File: src/rtl/ssf_pkg.sv
// Shared types and constants of the frame sorter.
package ssf_pkg;

   localparam int VALUE_WIDTH   = 32;
   localparam int DEPTH_DEFAULT = 16;

   // One value moving between cells, or one cell's stored content.
   typedef struct packed {
      logic                          valid;
      logic signed [VALUE_WIDTH-1:0] value;
   } link_type;

   // Frame phases of the sequencer.
   typedef enum logic [1:0] {
      ST_LOAD,
      ST_DRAIN,
      ST_EMIT
   } state_type;

endpackage

File: src/rtl/ssf_req_if.sv
// Input channel of the frame sorter: one element per transfer.
interface ssf_req_if import ssf_pkg::*; ();
   logic                          valid;
   logic                          ready;
   logic signed [VALUE_WIDTH-1:0] value;
   logic                          frame_end;

   modport source (output valid, output value, output frame_end, input ready);
   modport sink   (input valid, input value, input frame_end, output ready);
endinterface

File: src/rtl/ssf_rsp_if.sv
// Result channel of the frame sorter: one sorted element per transfer.
interface ssf_rsp_if import ssf_pkg::*; ();
   logic                          valid;
   logic                          ready;
   logic signed [VALUE_WIDTH-1:0] sorted_value;
   logic                          last_out;
   logic                          overflowed;

   modport source (output valid, output sorted_value, output last_out,
                   output overflowed, input ready);
   modport sink   (input valid, input sorted_value, input last_out,
                   input overflowed, output ready);
endinterface

File: src/rtl/ssf_cell.sv
// One cell of the systolic insertion chain: keeps the smaller value, passes the larger.
module ssf_cell import ssf_pkg::*; (
   input  logic     clock,
   input  logic     reset,
   input  logic     shift,
   input  link_type ins_in,
   input  link_type nbr_in,
   output link_type pass_out,
   output link_type hold_out
);

   link_type hold_ff, hold_in;
   link_type pass_ff, pass_in;

   // Insert while loading, or take the right neighbor's content while emitting.
   always_comb begin
      hold_in = hold_ff;
      pass_in = '0;
      if (shift) begin
         hold_in = nbr_in;
      end else if (ins_in.valid) begin
         if (!hold_ff.valid) begin
            hold_in = ins_in;
         end else if (ins_in.value < hold_ff.value) begin
            hold_in = ins_in;
            pass_in = hold_ff;
         end else begin
            pass_in = ins_in;
         end
      end
   end

   // Occupancy and hand-off valid bits are control state; values need no reset.
   always_ff @(posedge clock) begin
      hold_ff.value <= hold_in.value;
      pass_ff.value <= pass_in.value;
      if (reset) begin
         hold_ff.valid <= 1'b0;
         pass_ff.valid <= 1'b0;
      end else begin
         hold_ff.valid <= hold_in.valid;
         pass_ff.valid <= pass_in.valid;
      end
   end

   assign pass_out = pass_ff;
   assign hold_out = hold_ff;

endmodule

File: src/rtl/selection_sort_frame_top.sv
// Top level of the frame sorter: cell chain and frame sequencer.
//
//   channel | direction | fields
//   req     | in        | value[31:0] signed, frame_end
//   rsp     | out       | sorted_value[31:0] signed, last_out, overflowed
//
// Loading takes one element per cycle; each element ripples one cell per cycle.
// After the closing element the chain settles in the drain state, which lets the
// cell-to-cell hand-off finish, and then gives one sorted element per cycle
// while the receiver is ready.
// Reset is synchronous and empties the chain. The output stalls by holding
// the chain; input is not taken while a frame is settling or being emitted.
module selection_sort_frame_top import ssf_pkg::*; #(
   parameter int DEPTH = DEPTH_DEFAULT
) (
   input  logic   clock,
   input  logic   reset,
   ssf_req_if.sink   req,
   ssf_rsp_if.source rsp
);

   localparam int CW = $clog2(DEPTH + 1);

   state_type     state_ff, state_in;
   logic [CW-1:0] count_ff, count_in;
   logic [CW-1:0] drain_ff, drain_in;
   logic          ovf_ff, ovf_in;

   logic     req_xfer;
   logic     rsp_xfer;
   logic     shift;
   link_type inject;

   link_type ins_link  [DEPTH+1];
   link_type hold_link [DEPTH+1];

   assign req_xfer = req.valid && req.ready;
   assign rsp_xfer = rsp.valid && rsp.ready;
   assign shift    = rsp_xfer;

   // Elements beyond the store's depth are dropped at the head of the chain.
   always_comb begin
      inject.valid = req_xfer && (count_ff < CW'(DEPTH));
      inject.value = req.value;
   end

   assign ins_link[0]      = inject;
   assign hold_link[DEPTH] = '0;

   // Row of identical cells; each hands off to its right neighbor.
   for (genvar i = 0; i < DEPTH; i++) begin : g_cell
      ssf_cell u_cell (
         .clock    (clock),
         .reset    (reset),
         .shift    (shift),
         .ins_in   (ins_link[i]),
         .nbr_in   (hold_link[i+1]),
         .pass_out (ins_link[i+1]),
         .hold_out (hold_link[i])
      );
   end

   // Next state and counters.
   always_comb begin
      state_in = state_ff;
      count_in = count_ff;
      drain_in = drain_ff;
      ovf_in   = ovf_ff;
      case (state_ff)
         ST_LOAD: begin
            if (req_xfer) begin
               if (count_ff < CW'(DEPTH)) begin
                  count_in = count_ff + CW'(1);
               end else begin
                  ovf_in = 1'b1;
               end
               if (req.frame_end) begin
                  drain_in = '0;
                  state_in = ST_DRAIN;
               end
            end
         end
         ST_DRAIN: begin
            drain_in = drain_ff + CW'(1);
            if (drain_ff == CW'(DEPTH - 1)) begin
               state_in = ST_EMIT;
            end
         end
         ST_EMIT: begin
            if (rsp_xfer) begin
               count_in = count_ff - CW'(1);
               if (count_ff == CW'(1)) begin
                  ovf_in   = 1'b0;
                  state_in = ST_LOAD;
               end
            end
         end
         default: begin
            state_in = ST_LOAD;
         end
      endcase
   end

   // Channel outputs; the result payload comes straight from the head cell.
   always_comb begin
      req.ready        = 1'b0;
      rsp.valid        = 1'b0;
      rsp.sorted_value = hold_link[0].value;
      rsp.last_out     = (count_ff == CW'(1));
      rsp.overflowed   = ovf_ff;
      case (state_ff)
         ST_LOAD:  req.ready = 1'b1;
         ST_DRAIN: req.ready = 1'b0;
         ST_EMIT:  rsp.valid = 1'b1;
         default:  req.ready = 1'b0;
      endcase
   end

   always_ff @(posedge clock) begin
      if (reset) begin
         state_ff <= ST_LOAD;
         count_ff <= '0;
         drain_ff <= '0;
         ovf_ff   <= 1'b0;
      end else begin
         state_ff <= state_in;
         count_ff <= count_in;
         drain_ff <= drain_in;
         ovf_ff   <= ovf_in;
      end
   end

endmodule

File: src/flat_wrapper.sv
// flat-port wrapper written by rule: the top's interface ports become plain ports
module selection_sort_frame_top_flat import ssf_pkg::*;
#(
   parameter int DEPTH = DEPTH_DEFAULT
)
  (clock, reset, req_valid, req_value, req_frame_end, req_ready, rsp_valid, rsp_sorted_value, rsp_last_out, rsp_overflowed, rsp_ready);
  ssf_req_if req_i ();
  ssf_rsp_if rsp_i ();
  input  logic clock;
  input  logic reset;
  input wire logic [$bits(req_i.valid)-1:0] req_valid;
  input wire logic [$bits(req_i.value)-1:0] req_value;
  input wire logic [$bits(req_i.frame_end)-1:0] req_frame_end;
  output wire logic [$bits(req_i.ready)-1:0] req_ready;
  output wire logic [$bits(rsp_i.valid)-1:0] rsp_valid;
  output wire logic [$bits(rsp_i.sorted_value)-1:0] rsp_sorted_value;
  output wire logic [$bits(rsp_i.last_out)-1:0] rsp_last_out;
  output wire logic [$bits(rsp_i.overflowed)-1:0] rsp_overflowed;
  input wire logic [$bits(rsp_i.ready)-1:0] rsp_ready;
  assign req_i.valid = req_valid;
  assign req_i.value = req_value;
  assign req_i.frame_end = req_frame_end;
  assign req_ready = req_i.ready;
  assign rsp_valid = rsp_i.valid;
  assign rsp_sorted_value = rsp_i.sorted_value;
  assign rsp_last_out = rsp_i.last_out;
  assign rsp_overflowed = rsp_i.overflowed;
  assign rsp_i.ready = rsp_ready;
  selection_sort_frame_top #(.DEPTH(DEPTH)) u_core (.clock(clock), .reset(reset), .req(req_i), .rsp(rsp_i));
endmodule
File: config.mk
export PLATFORM = sky130hd
export DESIGN_NAME = selection_sort_frame_top_flat
export DESIGN_NICKNAME = d
export VERILOG_FILES = /design/src/rtl/ssf_pkg.sv /design/src/rtl/ssf_req_if.sv /design/src/rtl/ssf_rsp_if.sv /design/src/rtl/ssf_cell.sv /design/src/rtl/selection_sort_frame_top.sv /design/src/flat_wrapper.sv
export SDC_FILE = /design/constraint.sdc
export NUM_CORES = 2
export LEC_CHECK = 0
export BUFFER_PORTS_ARGS = -buffer_cell sky130_fd_sc_hd__buf_4
export CORE_AREA = 2 2 330 332
export DETAILED_ROUTE_END_ITERATION = 8
export DIE_AREA = 0 0 332 334
export GPL_TIMING_DRIVEN = 0
export PLACE_DENSITY = 0.65
export SLEW_MARGIN = 20
export SYNTH_ARGS = -nofsm -noshare
export SYNTH_HDL_FRONTEND = slang
export SYNTH_SLANG_ARGS = --single-unit
File: constraint.sdc
create_clock -name clock -period 4.75 [get_ports clock]
set_clock_uncertainty 0.1 [all_clocks]
set_input_delay 1.1875 -clock clock [delete_from_list [all_inputs] [get_ports clock]]
set_output_delay 1.1875 -clock clock [all_outputs]
set_load 0.05 [all_outputs]
==> summary.txt <==
Final layout
  • Synth-to-layout area growth: 11.3%
  • Reg area: 25500 um2
  • Multi-input gate area: around 25000 um2
  • Filler cell count: 9633
  • Fin nets: approximately 6400
  • Fraction of layout cells with a size suffix above 1: 5.93%
  • Post-route cell area: 59400 um2
  • Final core utilization: 55.1%
  • Antenna Diode Count: 0

Worst setup path
  • Worst EP arrival: 4.62 ns
  • Crit path launch: u_core.state_ff[0]
  • Reg2Reg Launch Point: u_core.state_ff[0]
  • CP Launch Type: register
  • CP required: about 4.9 ns
  • Critical path class: register to register
  • Largest fanout on the critical path: 32
  • Endpoint type of the worst setup path: register

Floorplan
  • Die area: 111000 um2
  • Top Ports: 73
  • Starting density of the core: just under 50%
  • DIE WIDTH: 332 um
  • Core Rows: 121
  • CORE AREA: ~110000 um2
  • Die Ht: 334 um

Route
  • WL final: 143000 um
  • DRC viols: 0
  • Final ANT Viol Nets: 0
  • DRT iter0 DRCs: 3283
  • Pre-Repair DR Iteration Count: 6
  • Routed vias: just over 40000
  • Routed WL per cell: 19.5 um
  • Vias per cell: 5.59

STA
  • Period utilisation layout: between 90% and 100%
  • Worst-Margin Slew: 1.14 ns
  • # setup viols final: 0
  • Worst slew margin: a little under a quarter
  • TNS Setup: 0 ns
  • RSZ-0062 raised after global routing: false
  • Highest clock rate: 0.225 GHz
  • Hold slack: 0.357 ns
  • Hold Vio Cnt, Final: 0
  • Final Max Tran Viols: 0
  • Crit path time final: 4.45 ns

Clock network
  • Clk_lat worst skew: 0.72 ns
  • Post-CTS Setup Bufs: 0
  • CTS root buf: clkbuf_16
  • H-tree levels: 3
  • Clock buffer depth: 3
  • CTS clk-pin slew, worst paths: about 0.06 ns
  • Clk sinks: 1036
  • Resize count post-CTS: 1
  • CTS tree: done
  • Hold Buf Count CTS: 0
  • CTS Buf Count: ~110

Hold path
  • Hold Crit Class: register to register
  • Hold_sp: u_core.g_cell[15].u_cell.hold_out[27]

Yosys
  • Number of flops mapped to enable cells by yosys: 480
  • Synth cell count leaders: nand2_1, o21ai_0, dfxtp_1, inv_1, ha_1
  • Synthesized area: roughly 53000 um2
  • Top post-synthesis cells by area: edfxtp_1, dfxtp_1, ha_1
  • Sequential area share after synthesis: 47.9%
  • Main synth FF type: dfxtp_1
  • Number of synthesis warnings: 0
  • Share of the synthesized area in the top cell type: 27.0%
  • Largest area contributor in the netlist: edfxtp_1
  • Syn Inst Count: between 5000 and 6000
  • Ys async rst share: 0%
  • Cell with the most instances after synthesis: nand2_1
  • Synth Net Count: 6179
  • Avg Synthesized Cell Area: 9.46 um2
  • Synth unique cells: 70
  • FF+latch count, synth: 1036

Placement
  • Routability-driven placement congestion ratio: 0.868
  • I/O Buffers: 71
  • DP Wirelength: 109000 um
  • Placed inst area: 55800 um2

Job
  • Max cap viols: 0

Power and ir drop
  • Max IR drop VDD: approximately 0.25 mV
  • Pwr dens: 312 nW/um2
  • Leak: 0.0247 uW

GRT
  • Global-route usage over all layers: around a quarter
  • First-pass GRT wire length: 226000 um
  • GRT overflow: 0
  • Initial antenna violation count: 1
  • Largest net degree at the start of global routing: 33
  • Vias in the first global route: 39900

Outcome
  • Status: complete, no violations
==> cells by family (layout without fill, tap and decap cells) <==
group | count (synthesis) | count (layout) | synth area share, %
XOR/XNOR | 4 | 4 | 0.0656
AO/OA/AOI/OAI | 1287 | 1287 | 15.1
adder cells (fa/ha/maj) | 501 | 501 | 11.7
AND/OR/NAND/NOR | 1687 | 1687 | 13.6
multiplexers | 280 | 280 | 5.27
flip-flops | 1036 | 1036 | 47.9
buffers and inverters | 846 | 1120 | 6.29
==> per-stage QoR <==
step | total power [uW] | cells | setup WS [ns]
global route | 19000 | 7329 | 0.0828
global placement | 10000 | 7126 | -2.10
CTS | 18600 | 7330 | 0.183
detailed placement | 10000 | 7130 | -0.506
finish | 18500 | 7329 | 0.296
floorplan | 9880 | 5641 | 0.284
==> power breakdown <==
part | switching (uW) | internal [uW]
logic | 301 | 197
registers | 39.3 | 9310
clock network | 3660 | 4990
==> layout make-up <==
type	count	area share, %
multi-input cells	3759	41.3
inverters	524	3.31
clock inverters	48	0.923
flip-flops and latches	1036	43.0
repair buffers	75	1.06
well taps	1414	2.98
plain buffers	321	2.34
clock buffers	152	5.10
==> path summary, 6_finish.rpt <==
kind | end | slack [ns] | depth (start not counted)
min reg2reg | u_core.g_cell[15].u_cell.hold_out[27] | 0.36 | 2
max | u_core.g_cell[14].u_cell.hold_out[19] | 0.30 | 10
min | u_core.g_cell[15].u_cell.hold_out[27] | 0.36 | 2
max reg2reg | u_core.g_cell[14].u_cell.hold_out[19] | 0.30 | 10
==> layer usage <==
layer  routed length, um  track usage, %
met2               63200            39.8
met5                  13               0
met1               67500            36.5
met4                4540            9.05
met3                7830            2.89
==> state kept, by name, summed over array words and instances, names as in the netlist <==
register / cells
u_core.count_ff: 5
u_core.drain_ff: 5
u_core.g_cell.u_cell.hold_out: 528
u_core.g_cell.u_cell.pass_out: 495
u_core.rsp.overflowed: 1
u_core.state_ff: 2
==> critical path, stage by stage, from the launching register on <==
cell and delay (ns):
dfxtp_1 0.31, clkbuf_1 0.30, nand2b_1 0.16, buf_2 0.20, inv_2 0.07, nand2_1 0.15, buf_2 0.33, clkbuf_1 0.55
buf_1 0.58, clkbuf_2 0.62, nand2_2 0.62
==> placed cells by master (no fill, tap or decap), types with 6 or more instances in the layout <==
master / netlist / routed
a21o_1: 54 / 50
mux2_2: 9 / 9
dfxtp_1: 556 / 556
nor4_1: 11 / 11
o211ai_1: 18 / 18
nor3_1: 66 / 66
nor2_1: 206 / 206
ha_1: 501 / 501
a21boi_0: 95 / 95
or3_1: 7 / 7
buf_1: 15 / 14
a2111oi_0: 18 / 18
nor2b_1: 7 / 7
nand4_1: 71 / 71
clkbuf_1: 242 / 268
and4_1: 13 / 13
a211oi_1: 32 / 32
o21ai_0: 635 / 635
bufinv_16: 0 / 10
nand2b_1: 85 / 85
a22o_1: 123 / 123
a211o_1: 68 / 68
nand3_1: 150 / 150
inv_1: 523 / 523
a221oi_1: 9 / 9
buf_2: 30 / 30
buf_4: 32 / 103
nand4b_1: 7 / 7
and3_1: 15 / 15
clkbuf_16: 0 / 109
a22oi_1: 7 / 7
a31oi_1: 8 / 6
clkinv_2: 0 / 22
clkbuf_8: 0 / 14
edfxtp_1: 480 / 480
mux2i_1: 271 / 271
a21oi_1: 157 / 157
nand2_1: 1028 / 1027
No activity file was read; power rests on OpenSTA's default activity.
